$ cat config.mk
export PLATFORM = sky130hd
export DESIGN_NAME = bilinear_upscale_by_two_unit
export DESIGN_NICKNAME = d
export VERILOG_FILES = /design/src/rtl/bup2_pkg.sv /design/src/rtl/bilinear_upscale_by_two_unit.sv
export SDC_FILE = /design/constraint.sdc
export NUM_CORES = 2
export LEC_CHECK = 0
export BUFFER_PORTS_ARGS = -buffer_cell sky130_fd_sc_hd__buf_2
export CAP_MARGIN = 0
export CORE_MARGIN = 3
export CORE_UTILIZATION = 63
export DETAILED_ROUTE_END_ITERATION = 8
export PLACE_DENSITY_LB_ADDON = 0.12
export REMOVE_ABC_BUFFERS = 1
export SETUP_SLACK_MARGIN = 0.2
export SLEW_MARGIN = 20
export SYNTH_ARGS = -nofsm -noshare
export SYNTH_HDL_FRONTEND = slang
export SYNTH_SLANG_ARGS = --single-unit
$ cat constraint.sdc
create_clock -name clock -period 6.1 [get_ports clock]
set_input_delay 1.22 -clock clock [delete_from_list [all_inputs] [get_ports clock]]
set_output_delay 1.22 -clock clock [all_outputs]
set_load 0.03 [all_outputs]
$ cat src/rtl/bup2_pkg.sv
// Shared types, constants and the channel averaging function for the
// bilinear 2x upscaler. No dependencies.
`default_nettype none

package bup2_pkg;

   localparam int MAX_WIDTH   = 64;
   localparam int MAX_HEIGHT  = 1024;
   localparam int COL_W       = $clog2(MAX_WIDTH);
   localparam int ROW_W       = $clog2(MAX_HEIGHT);
   localparam int PIX_W       = 24;
   localparam int IMG_WIDTH_W  = 7;
   localparam int IMG_HEIGHT_W = 11;
   localparam int CSR_DATA_W  = 11;
   localparam int RSP_DATA_W  = 48;

   localparam logic [IMG_WIDTH_W-1:0]  WIDTH_RESET  = 7'd28;
   localparam logic [IMG_HEIGHT_W-1:0] HEIGHT_RESET = 11'd28;
   localparam logic [IMG_WIDTH_W-1:0]  WIDTH_MIN    = 7'd2;
   localparam logic [IMG_WIDTH_W-1:0]  WIDTH_MAX    = 7'd64;
   localparam logic [IMG_HEIGHT_W-1:0] HEIGHT_MIN   = 11'd2;
   localparam logic [IMG_HEIGHT_W-1:0] HEIGHT_MAX   = 11'd1024;

   typedef enum logic [1:0] {
      CSR_IMG_WIDTH  = 2'd0,
      CSR_IMG_HEIGHT = 2'd1
   } csr_index_type;

   typedef logic [PIX_W-1:0] pixel_type;

   // Rounded mean of four pixels, per 8-bit channel. Two-point and copy
   // cases are formed by repeating operands.
   function automatic pixel_type avg4(input pixel_type a, input pixel_type b,
                                      input pixel_type d, input pixel_type e);
      pixel_type  r;
      logic [9:0] s;
      for (int c = 0; c < 3; c++) begin
         s = 10'(a[8*c +: 8]) + 10'(b[8*c +: 8]) + 10'(d[8*c +: 8])
           + 10'(e[8*c +: 8]) + 10'd2;
         r[8*c +: 8] = s[9:2];
      end
      return r;
   endfunction

endpackage

`default_nettype wire

$ cat src/rtl/bilinear_upscale_by_two_unit.sv
// Top level of the bilinear 2x upscaler: line store, pixel context
// registers, block sequencer and output register. Uses bup2_pkg.
`default_nettype none

//  Channel   Direction  Handshake             Payload
//  req_      in         req_tvalid/tready     tdata[23:0] pixel_rgb
//  rsp_      out        rsp_tvalid/tready     tdata rgb/col/row, tlast, tuser
//  csr_      in         csr_valid/ready       csr_index, csr_data
//
// An item completes 4 output pixels in the interior, 8 or 16 on the right
// column and bottom row, and none in the first row or column. The output
// sequencer emits one pixel per cycle while the output register can load,
// and stage 1 takes new items while it works. The line store is read when
// an item is accepted and written one stage later. Reset is synchronous and
// clears counters, context pixels and valid flags; the line store is not
// cleared since row 0 always fills it first. Both sides may stall freely.
module bilinear_upscale_by_two_unit
   import bup2_pkg::*;
(
   input  wire logic                  clock,
   input  wire logic                  reset,
   input  wire logic                  req_tvalid,
   output      logic                  req_tready,
   input  wire logic [PIX_W-1:0]      req_tdata,   // [23:0] pixel_rgb
   output      logic                  rsp_tvalid,
   input  wire logic                  rsp_tready,
   output      logic [RSP_DATA_W-1:0] rsp_tdata,   // [23:0] out_rgb, [30:24] out_col,
                                                   // [41:31] out_row, [47:42] zero
   output      logic                  rsp_tlast,   // run_last
   output      logic                  rsp_tuser,   // frame_end
   input  wire logic                  csr_valid,
   output      logic                  csr_ready,
   input  wire logic [1:0]            csr_index,
   input  wire logic [CSR_DATA_W-1:0] csr_data
);

   // Configuration and frame position.
   logic [IMG_WIDTH_W-1:0]  img_width_ff;
   logic [IMG_HEIGHT_W-1:0] img_height_ff;
   logic [COL_W-1:0]        col_count_ff;
   logic [ROW_W-1:0]        row_count_ff;
   logic [IMG_WIDTH_W-1:0]  w_eff;
   logic [IMG_HEIGHT_W-1:0] h_eff;
   logic                    cur_last_col;
   logic                    cur_last_row;
   logic                    restart;

   // Line store.
   pixel_type               row_store [MAX_WIDTH];
   pixel_type               above_ff;

   // Stage 1: line store read in flight.
   logic                    s1_valid_ff;
   pixel_type               s1_px_ff;
   logic [COL_W-1:0]        s1_x_ff;
   logic [ROW_W-1:0]        s1_y_ff;
   logic                    s1_last_col_ff;
   logic                    s1_last_row_ff;
   logic [3:0]              s1_mask;
   logic                    s1_move;

   // Left context pixels.
   pixel_type               left_cur_ff;
   pixel_type               left_prev_ff;

   // Stage 2: block sequencer. Mask bits: main, right edge, bottom, corner.
   logic [3:0]              s2_mask_ff;
   logic [3:0]              s2_mask_in;
   logic [1:0]              s2_sub_ff;
   pixel_type               s2_px_ff;
   pixel_type               s2_above_ff;
   pixel_type               s2_aleft_ff;
   pixel_type               s2_left_ff;
   logic [COL_W-1:0]        s2_x_ff;
   logic [ROW_W-1:0]        s2_y_ff;
   logic                    s2_corner_ff;
   logic                    s2_emit;
   logic                    s2_last_out;
   logic                    s2_free;
   logic                    s2_load;

   // Current block operands.
   pixel_type               blk_a, blk_b, blk_d, blk_e;
   pixel_type               op_a, op_b, op_d, op_e;
   logic [COL_W-1:0]        blk_x;
   logic [ROW_W-1:0]        blk_y;

   // Output register.
   logic                    rsp_valid_ff;
   pixel_type               rsp_rgb_ff;
   logic [COL_W:0]          rsp_col_ff;
   logic [ROW_W:0]          rsp_row_ff;
   logic                    rsp_last_ff;
   logic                    rsp_end_ff;
   logic                    out_load;

   logic                    req_accept;

   always_comb begin
      if (img_width_ff < WIDTH_MIN) begin
         w_eff = WIDTH_MIN;
      end else if (img_width_ff > WIDTH_MAX) begin
         w_eff = WIDTH_MAX;
      end else begin
         w_eff = img_width_ff;
      end
      if (img_height_ff < HEIGHT_MIN) begin
         h_eff = HEIGHT_MIN;
      end else if (img_height_ff > HEIGHT_MAX) begin
         h_eff = HEIGHT_MAX;
      end else begin
         h_eff = img_height_ff;
      end
   end

   assign cur_last_col = ({1'b0, col_count_ff} == (w_eff - 7'd1));
   assign cur_last_row = ({1'b0, row_count_ff} == (h_eff - 11'd1));

   assign csr_ready  = 1'b1;
   assign restart    = csr_valid && csr_ready
                       && ((csr_index == CSR_IMG_WIDTH) || (csr_index == CSR_IMG_HEIGHT));

   assign out_load   = !rsp_valid_ff || rsp_tready;
   assign s2_emit    = (s2_mask_ff != 4'd0) && out_load;
   assign s2_last_out = (s2_sub_ff == 2'd3) && ((s2_mask_ff & (s2_mask_ff - 4'd1)) == 4'd0);
   assign s2_free    = (s2_mask_ff == 4'd0) || (s2_emit && s2_last_out);

   assign s1_mask[0] = (s1_y_ff != '0) && (s1_x_ff != '0);
   assign s1_mask[1] = (s1_y_ff != '0) && s1_last_col_ff;
   assign s1_mask[2] = s1_last_row_ff && (s1_x_ff != '0);
   assign s1_mask[3] = s1_last_row_ff && s1_last_col_ff;
   // An item that completes nothing retires without entering the sequencer.
   assign s1_move    = s1_valid_ff && ((s1_mask == 4'd0) || s2_free);
   assign s2_load    = s1_move && (s1_mask != 4'd0);

   assign req_tready = !s1_valid_ff || s1_move;
   assign req_accept = req_tvalid && req_tready;

   // Configuration registers.
   always_ff @(posedge clock) begin
      if (reset) begin
         img_width_ff  <= WIDTH_RESET;
         img_height_ff <= HEIGHT_RESET;
      end else if (csr_valid && csr_ready) begin
         case (csr_index)
            CSR_IMG_WIDTH:  img_width_ff  <= csr_data[IMG_WIDTH_W-1:0];
            CSR_IMG_HEIGHT: img_height_ff <= csr_data;
            default:        ;
         endcase
      end
   end

   // Frame position advances on each accepted item.
   always_ff @(posedge clock) begin
      if (reset || restart) begin
         col_count_ff <= '0;
         row_count_ff <= '0;
      end else if (req_accept) begin
         if (cur_last_col) begin
            col_count_ff <= '0;
            row_count_ff <= cur_last_row ? '0 : row_count_ff + 10'd1;
         end else begin
            col_count_ff <= col_count_ff + 6'd1;
         end
      end
   end

   // Line store: read on accept, written as the item leaves stage 1. The
   // next item always reads another column, so the read data is never stale.
   always_ff @(posedge clock) begin
      if (req_accept) begin
         above_ff <= row_store[col_count_ff];
      end
      if (s1_move) begin
         row_store[s1_x_ff] <= s1_px_ff;
      end
   end

   always_ff @(posedge clock) begin
      if (reset) begin
         s1_valid_ff <= 1'b0;
      end else if (req_accept) begin
         s1_valid_ff <= 1'b1;
      end else if (s1_move) begin
         s1_valid_ff <= 1'b0;
      end
   end

   always_ff @(posedge clock) begin
      if (req_accept) begin
         s1_px_ff       <= req_tdata;
         s1_x_ff        <= col_count_ff;
         s1_y_ff        <= row_count_ff;
         s1_last_col_ff <= cur_last_col;
         s1_last_row_ff <= cur_last_row;
      end
   end

   always_ff @(posedge clock) begin
      if (reset || restart) begin
         left_cur_ff  <= '0;
         left_prev_ff <= '0;
      end else if (s1_move) begin
         left_cur_ff  <= s1_last_col_ff ? '0 : s1_px_ff;
         left_prev_ff <= s1_last_col_ff ? '0 : above_ff;
      end
   end

   // Sequencer: walk the present blocks, four outputs each.
   always_comb begin
      s2_mask_in = s2_mask_ff;
      if (s2_load) begin
         s2_mask_in = s1_mask;
      end else if (s2_emit && (s2_sub_ff == 2'd3)) begin
         s2_mask_in = s2_mask_ff & (s2_mask_ff - 4'd1);
      end
   end

   always_ff @(posedge clock) begin
      if (reset) begin
         s2_mask_ff <= '0;
         s2_sub_ff  <= '0;
      end else begin
         s2_mask_ff <= s2_mask_in;
         if (s2_load) begin
            s2_sub_ff <= '0;
         end else if (s2_emit) begin
            s2_sub_ff <= s2_sub_ff + 2'd1;
         end
      end
   end

   always_ff @(posedge clock) begin
      if (s2_load) begin
         s2_px_ff     <= s1_px_ff;
         s2_above_ff  <= above_ff;
         s2_aleft_ff  <= left_prev_ff;
         s2_left_ff   <= left_cur_ff;
         s2_x_ff      <= s1_x_ff;
         s2_y_ff      <= s1_y_ff;
         s2_corner_ff <= s1_last_col_ff && s1_last_row_ff;
      end
   end

   // Lowest pending block sets the neighbours and the input coordinates.
   always_comb begin
      if (s2_mask_ff[0]) begin
         blk_a = s2_aleft_ff;
         blk_b = s2_above_ff;
         blk_d = s2_left_ff;
         blk_e = s2_px_ff;
         blk_x = s2_x_ff - 6'd1;
         blk_y = s2_y_ff - 10'd1;
      end else if (s2_mask_ff[1]) begin
         blk_a = s2_above_ff;
         blk_b = s2_above_ff;
         blk_d = s2_px_ff;
         blk_e = s2_px_ff;
         blk_x = s2_x_ff;
         blk_y = s2_y_ff - 10'd1;
      end else if (s2_mask_ff[2]) begin
         blk_a = s2_left_ff;
         blk_b = s2_px_ff;
         blk_d = s2_left_ff;
         blk_e = s2_px_ff;
         blk_x = s2_x_ff - 6'd1;
         blk_y = s2_y_ff;
      end else begin
         blk_a = s2_px_ff;
         blk_b = s2_px_ff;
         blk_d = s2_px_ff;
         blk_e = s2_px_ff;
         blk_x = s2_x_ff;
         blk_y = s2_y_ff;
      end
   end

   // Copy and two-point means reuse the four-point adder with repeated operands.
   always_comb begin
      case (s2_sub_ff)
         2'd0: begin
            op_a = blk_a; op_b = blk_a; op_d = blk_a; op_e = blk_a;
         end
         2'd1: begin
            op_a = blk_a; op_b = blk_a; op_d = blk_b; op_e = blk_b;
         end
         2'd2: begin
            op_a = blk_a; op_b = blk_a; op_d = blk_d; op_e = blk_d;
         end
         default: begin
            op_a = blk_a; op_b = blk_b; op_d = blk_d; op_e = blk_e;
         end
      endcase
   end

   always_ff @(posedge clock) begin
      if (reset) begin
         rsp_valid_ff <= 1'b0;
      end else if (out_load) begin
         rsp_valid_ff <= s2_emit;
      end
   end

   always_ff @(posedge clock) begin
      if (s2_emit) begin
         rsp_rgb_ff  <= avg4(op_a, op_b, op_d, op_e);
         rsp_col_ff  <= {blk_x, s2_sub_ff[0]};
         rsp_row_ff  <= {blk_y, s2_sub_ff[1]};
         rsp_last_ff <= s2_last_out;
         rsp_end_ff  <= s2_last_out && s2_corner_ff;
      end
   end

   assign rsp_tvalid = rsp_valid_ff;
   assign rsp_tdata  = {6'd0, rsp_row_ff, rsp_col_ff, rsp_rgb_ff};
   assign rsp_tlast  = rsp_last_ff;
   assign rsp_tuser  = rsp_end_ff;

endmodule

`default_nettype wire

Word level (Yosys, flattened, before mapping) --
Memories as Yosys holds them, arrays and structs flattened. A register that Yosys moved wholly into a read port is not among the register bits. Index checks and enable logic that the tools add are counted. Widths: inputs -> output; s select.
Storage, ports and cells: register bits after elaboration 289, RAM bits 1536, input port bits 42, output and inout bits 53, word-level logic and storage cells 125, memories 1
Memory list:
- row_store | words 64, bits a word 24, read ports 1, clocked after Yosys merged registers in 1, write ports 1, RTL line bilinear_upscale_by_two_unit.sv:49 | pixel_type row_store [MAX_WIDTH];
Operators by class: add/sub/neg operators 20, $lt $le $gt $ge 4, equal/unequal tests 6, mux-type cells 29, bitwise gates (word level) 1, reduce and logical (&&, ||, !) cells 37
Operators by type and width (count):
- $mux 24 | 10
- $pmux 24 s3 | 1
- $pmux 24 s2 | 1
- $add 10x2->10 const B | 3
- $add 10x8->10 | 3
- $add 9x8->10 | 3
- $mux 10 | 3
- $add 8x8->9 | 3
- $mux 6 | 4
- $mux 11 | 2
- $mux 7 | 2
- $logic_and 1x1->1 | 13
- $logic_not 4->1 | 3
- $eq 10x11->1 | 1
- $gt 11x11->1 const B | 1
- $lt 11x2->1 const B | 1
- $sub 11x1->11 const B | 1
- $add 10x1->10 const B | 1
- $reduce_bool 10->1 | 1
- $sub 10x1->10 const B | 1
- $mux 4 | 2
- $reduce_bool 4->1 | 2
- $eq 6x7->1 | 1
- $gt 7x7->1 const B | 1
- 18 further kinds | 33

Logic depth before layout (Yosys ltp) --
depth after elaboration 11, mapped depth 19, gate-level depth less buffers 16

Worst setup path before layout --
OpenSTA, ideal clock, no wires.
kind register to register, start reg s2_mask_ff[1], end reg rsp_rgb_ff[23], data pin, library setup time 0.254 ns, arrival time 4.585 ns, data required time 5.846 ns, path slack 1.261 ns, cell stages (with the launch flop) 19, path buffers 4, clock period less this slack 4.839 ns, cell sequence dfxtp_1 -> clkbuf_1 -> or2_1 -> clkbuf_1 -> buf_1 -> buf_2 -> mux2i_1 -> o22a_1 -> o21a_1 -> fa_1 -> fa_1 -> inv_1 -> ha_1 -> or2_2 -> a311oi_1 -> a21oi_1 -> a211oi_1 -> a21oi_1 -> a21o_1
On the way: word-level cells in the longest chain between the ends 7, elaborated cells on any way between the ends 13, classes of those cells 4 x add/sub; 9 x mux
RTL lines:
- start, declared | RTL line bilinear_upscale_by_two_unit.sv:67 | logic [3:0] s2_mask_ff;
- start signal, assigned | RTL line bilinear_upscale_by_two_unit.sv:224 | s2_mask_ff <= s2_mask_in;
- $mux 24 | RTL line bilinear_upscale_by_two_unit.sv:254 | end else if (s2_mask_ff[1]) begin
- $mux 24 | RTL line bilinear_upscale_by_two_unit.sv:247 | if (s2_mask_ff[0]) begin
- $mux 24 | RTL line bilinear_upscale_by_two_unit.sv:280 | case (s2_sub_ff)
- $add 8x8->9 | RTL line bup2_pkg.sv:38 | s = 10'(a[8*c +: 8]) + 10'(b[8*c +: 8]) + 10'(d[8*c +: 8])
- $add 9x8->10 | RTL line bup2_pkg.sv:38
- $add 10x8->10 (*) | RTL line bup2_pkg.sv:39 | + 10'(e[8*c +: 8]) + 10'd2;
- $add 10x2->10 (*) | RTL line bup2_pkg.sv:39
- end signal, assigned | RTL line bilinear_upscale_by_two_unit.sv:306 | rsp_rgb_ff <= avg4(op_a, op_b, op_d, op_e);
- end, declared | RTL line bilinear_upscale_by_two_unit.sv:90 | pixel_type rsp_rgb_ff;
Mark *: on every way between the ends. The rest lies on a longest branch, timed or not. A chain may end at the register's enable or synchronous reset.

Worst setup path in the final report --
start reg s2_sub_ff[0], end reg rsp_rgb_ff[23], data pin
On the way: word-level cells in the longest chain between the ends 7, elaborated cells on any way between the ends 11, classes of those cells 4 x add/sub; 2 x eq/ne; 3 x mux; 2 x reduce/logical
RTL lines:
- start, declared | RTL line bilinear_upscale_by_two_unit.sv:69 | logic [1:0] s2_sub_ff;
- start signal, assigned | RTL line bilinear_upscale_by_two_unit.sv:228 | s2_sub_ff <= s2_sub_ff + 2'd1;
- $eq 2x2->1 (tied with other cells) | RTL line bilinear_upscale_by_two_unit.sv:280
- $reduce_or 3->1 (no source line)
- $mux 24 | RTL line bilinear_upscale_by_two_unit.sv:280
- $add 8x8->9 | RTL line bup2_pkg.sv:38
- $add 9x8->10 | RTL line bup2_pkg.sv:38
- $add 10x8->10 (*) | RTL line bup2_pkg.sv:39
- $add 10x2->10 (*) | RTL line bup2_pkg.sv:39
Marks and branches as above.

==> tab_implementation.tex <==
\begin{tabular}{lr}
\hline
Metric & Value \\
\hline
\multicolumn{2}{l}{\textbf{Route}} \\
Number of vias after detailed routing & 38000 \\
Remaining antenna violation count after routing & 0 \\
Detailed Route Iter0 Violations & 4646 \\
Count of TritonRoute iterations in the first routing pass & 5 \\
Via-per-instance ratio & 6.85 \\
Post-route DRC & 0 \\
Routed WL & 185000 um \\
Routed wirelength normalized by instance count & 33.4 um \\
\multicolumn{2}{l}{\textbf{Place}} \\
Number of port buffers & 87 \\
Gpl congestion & 0.892 \\
Placed cell area & 0.0774 mm2 \\
Total half-perimeter wirelength after legalization and detailed placement & 103000 um \\
\multicolumn{2}{l}{\textbf{Clock tree}} \\
Maximum clock insertion buffer count & 3 \\
CTS tree & done \\
Clock latency on the worst-skew pair & 0.82 ns \\
Clock input transition at the sequential cells of the worst setup and hold paths & 0.06 ns \\
Cell chosen for the clock root & clkbuf\_16 \\
Clock sink total & 1849 \\
H-Tree Level Count & 4 \\
Total CTS buffers & 178 \\
Post-CTS sizing & 0 \\
Number of buffers inserted by post-CTS setup repair & 0 \\
Hold-fix buffers at CTS & 0 \\
\multicolumn{2}{l}{\textbf{Logic synthesis}} \\
Synth cell count leaders & edfxtp\_1 (1759), mux4\_2 (504), nor2\_1 (174) \\
Average cell area after synthesis & 20.3 um2 \\
Most area-hungry cell type in the Yosys netlist & edfxtp\_1 \\
Number of flops mapped to enable cells by yosys & 1759 \\
Fraction of the yosys area taken by sequential cells & 73.4\% \\
Mapped Cells & 3665 \\
Cells taking the most area after synthesis & edfxtp\_1 (71\%), mux4\_2 (15\%), dfxtp\_1 (2.4\%) \\
Area share of the leading cell type in the synthesized netlist & 71.0\% \\
Number of synthesized register bits & 1849 \\
Top FF cell, synth & edfxtp\_1 \\
Number of warning messages in the yosys log & 0 \\
Top-count cell post-synth & edfxtp\_1 \\
Post-synthesis cell type count & 71 \\
Post-synthesis instance area & 0.0744 mm2 \\
Post-synth ARST share & 0\% \\
\multicolumn{2}{l}{\textbf{STA}} \\
Period utilisation layout & 86.1\% \\
Transition at the pin with the smallest max-transition slack & 0.962 ns \\
Count of endpoints failing hold in the final timing report & 0 \\
Worst clock skew on the final layout & 0.0368 ns \\
Max transition margin & 35.9\% \\
Final Hold Slack & 0.414 ns \\
Final critical-path required period & 5.26 ns \\
Setup repair after global routing missed its margin & false \\
Final slew viol count & 0 \\
TNS Setup & 0 ns \\
Final setup violation count & 0 \\
Highest attainable clock frequency & 0.190 GHz \\
\multicolumn{2}{l}{\textbf{Cells and area}} \\
Final cell area excluding filler cells & 0.0833 mm2 \\
Layout area overhead & 11.9\% \\
Number of nets in the final layout & 3995 \\
Filler cell count in the final layout & 6759 \\
Share of cells above drive strength 1 & 27.6\% \\
\multicolumn{2}{l}{\textbf{Power and ir drop}} \\
Net switching component of the power & 7.22 mW \\
IR drop worst, VDD & 0.000322 V \\
Internal Power & 22.3 mW \\
Power per cell area & 355 mW/mm2 \\
Portion of total power attributed to combinational logic & 13.7\% \\
Register share of total power & 49.2\% \\
Portion of total power attributed to the clock network & 37.1\% \\
Net switching fraction of the power & 24.5\% \\
Leakage power figure & 26.0 nW \\
\multicolumn{2}{l}{\textbf{Floorplanning}} \\
Placeable core region & 0.117 mm2 \\
Total I/O pin count & 95 \\
Die Height & 350 um \\
Die Footprint & 0.122 mm2 \\
Initial standard-cell utilization of the core & 63.8\% \\
Overall die width & 350 um \\
Number of standard-cell rows in the floorplan & 125 \\
\multicolumn{2}{l}{\textbf{GRT}} \\
Vias in the first global route & 38600 \\
Global-route usage over all layers & 31.1\% \\
Maximum number of pins on one net before global-route repair & 97 \\
Antenna violations before repair & 15 \\
Total congestion overflow after global routing & 0 \\
Wire length of the first global-routing pass & 269000 um \\
\multicolumn{2}{l}{\textbf{Setup path}} \\
Critical Path RT & 6.66 ns \\
CP Buf/Inv Count & 3 \\
Maximum cell stage delay along the critical path & 0.73 ns \\
Max stage delay cell, worst path & clkinv\_1 \\
Crit path arrival time & 5.81 ns \\
Endpoint class of the critical path & flip-flop \\
Crit path kind & flip-flop to flip-flop \\
Critical Path Source Type & flip-flop \\
Largest fanout of any net on the critical path & 18 \\
Ordered list of cells on the worst path & inv\_1 > ha\_1 > clkinv\_1 > o22a\_1 > o21a\_1 > fa\_1 > fa\_1 > inv\_1 > ha\_1 > or2\_2 > a311oi\_1 > a21oi\_1 > a211oi\_1 > a21oi\_1 > a21o\_1 \\
Crit path max-delay family & compound AO/OA/AOI/OAI gates \\
\multicolumn{2}{l}{\textbf{Status}} \\
Result of the run & finished clean \\
\multicolumn{2}{l}{\textbf{Run}} \\
Number of max-cap violations & 0 \\
\multicolumn{2}{l}{\textbf{Hold path}} \\
Class of the tightest hold or removal check & flip-flop to flip-flop \\
\hline
\end{tabular}
cell families after synthesis:
kind of cell / count (synthesis) / share of synthesized area [%]
AO/OA/AOI/OAI: 301 / 2.58
XOR/XNOR: 61 / 0.718
adder cells (fa/ha/maj): 83 / 1.85
buffers and inverters: 283 / 1.48
flip-flops: 1849 / 73.4
multiplexers: 621 / 16.9
other: 2 / 0.0101
AND/OR/NAND/NOR: 465 / 3.08
final timing paths:
path / start / end / slack, ns / depth (start not counted)
max: s2_sub_ff[0] / rsp_rgb_ff[23] / 0.84 / 15
min: left_cur_ff[2] / s2_left_ff[2] / 0.41 / 0
max reg2reg: s2_sub_ff[0] / rsp_rgb_ff[23] / 0.84 / 15
min reg2reg: left_cur_ff[2] / s2_left_ff[2] / 0.41 / 0
state kept, by name (all words and copies together), names as in the netlist, 7 cells and up:
signal / cells
s2_px_ff: 24
s2_aleft_ff: 24
left_cur_ff: 24
left_prev_ff: 24
s2_left_ff: 24
s1_px_ff: 24
s1_y_ff: 10
rsp_row_ff: 11
img_width_ff: 7
row_store: 1536
s2_above_ff: 24
above_ff: 24
rsp_col_ff: 7
s2_y_ff: 10
row_count_ff: 10
img_height_ff: 11
rsp_rgb_ff: 24
cell usage in the layout (no fill, tap or decap), drive strengths merged, types with 9 or more instances in the layout:
master / count
clkbuf: 221
dfxtp: 90
inv: 76
o22a: 18
nand3b: 9
fa: 45
o21ai: 40
mux2: 24
nand4: 9
nor2: 174
or2: 11
a2111oi: 9
nor2b: 18
nor3: 12
nor3b: 51
xnor2: 33
nor4: 9
o21a: 25
nand2: 114
clkinv: 83
xor2: 28
edfxtp: 1759
mux4: 504
a21o: 9
ha: 38
o22ai: 9
buf: 227
nand3: 19
a21oi: 137
bufinv: 17
mux2i: 93
metal layers:
| metal | up-vias | part of all wire, % | wire [um] | global-route usage, % |
|---|---|---|---|---|
| met5 | - | 0.067 | 124 | 0 |
| met1 | 19900 | 37 | 68900 | 43.1 |
| met4 | 18 | 4.1 | 7580 | 12.2 |
| met3 | 390 | 9.8 | 18200 | 6.40 |
| li1 | 15400 | - | - | - |
| met2 | 2298 | 49 | 90300 | 49.6 |
power groups by stage:
stage	combinational, mW	clock [mW]	sequential (mW)
global placement	3.89	0	14.8
floorplan	2.95	0	15.2
global route	4.47	11.6	14.5
finish	4.04	11.0	14.5
CTS	4.07	11.1	14.5
detailed placement	4.04	0	14.8
worst reg2reg max path: stages (launching register included):
cell      delay, ns
dfxtp_1        0.37
inv_1          0.10
ha_1           0.43
clkinv_1       0.73
o22a_1         0.44
o21a_1         0.14
fa_1           0.50
fa_1           0.49
inv_1          0.04
ha_1           0.18
or2_2          0.31
a311oi_1       0.24
a21oi_1        0.21
a211oi_1       0.47
a21oi_1        0.17
a21o_1         0.21
area by class of cell:
type                    instances  area [um2]  area share [%]
diodes                          2        5.00         0.00601
clock buffers                 221        4740            5.69
clock inverters               106        1100            1.32
inverters                      76         287           0.344
multi-input cells            1538       18900            22.7
flip-flops and latches       1849       54600            65.6
well taps                    1524        1910            2.29
repair buffers                227        1680            2.02
metrics by stage:
stage	std cells	total power, mW	utilization (%)	setup WS [ns]
5_1_grt	5541	30.6	71.4	0.571
3_3_place_gp	5213	18.7	66.3	0.960
6_report	5543	29.5	71.4	0.845
3_5_place_dp	5214	18.8	66.3	0.880
4_1_cts	5541	29.7	71.4	0.872
2_1_floorplan	3463	18.2	-	-11.75
(Power assumes the default switching activity.)
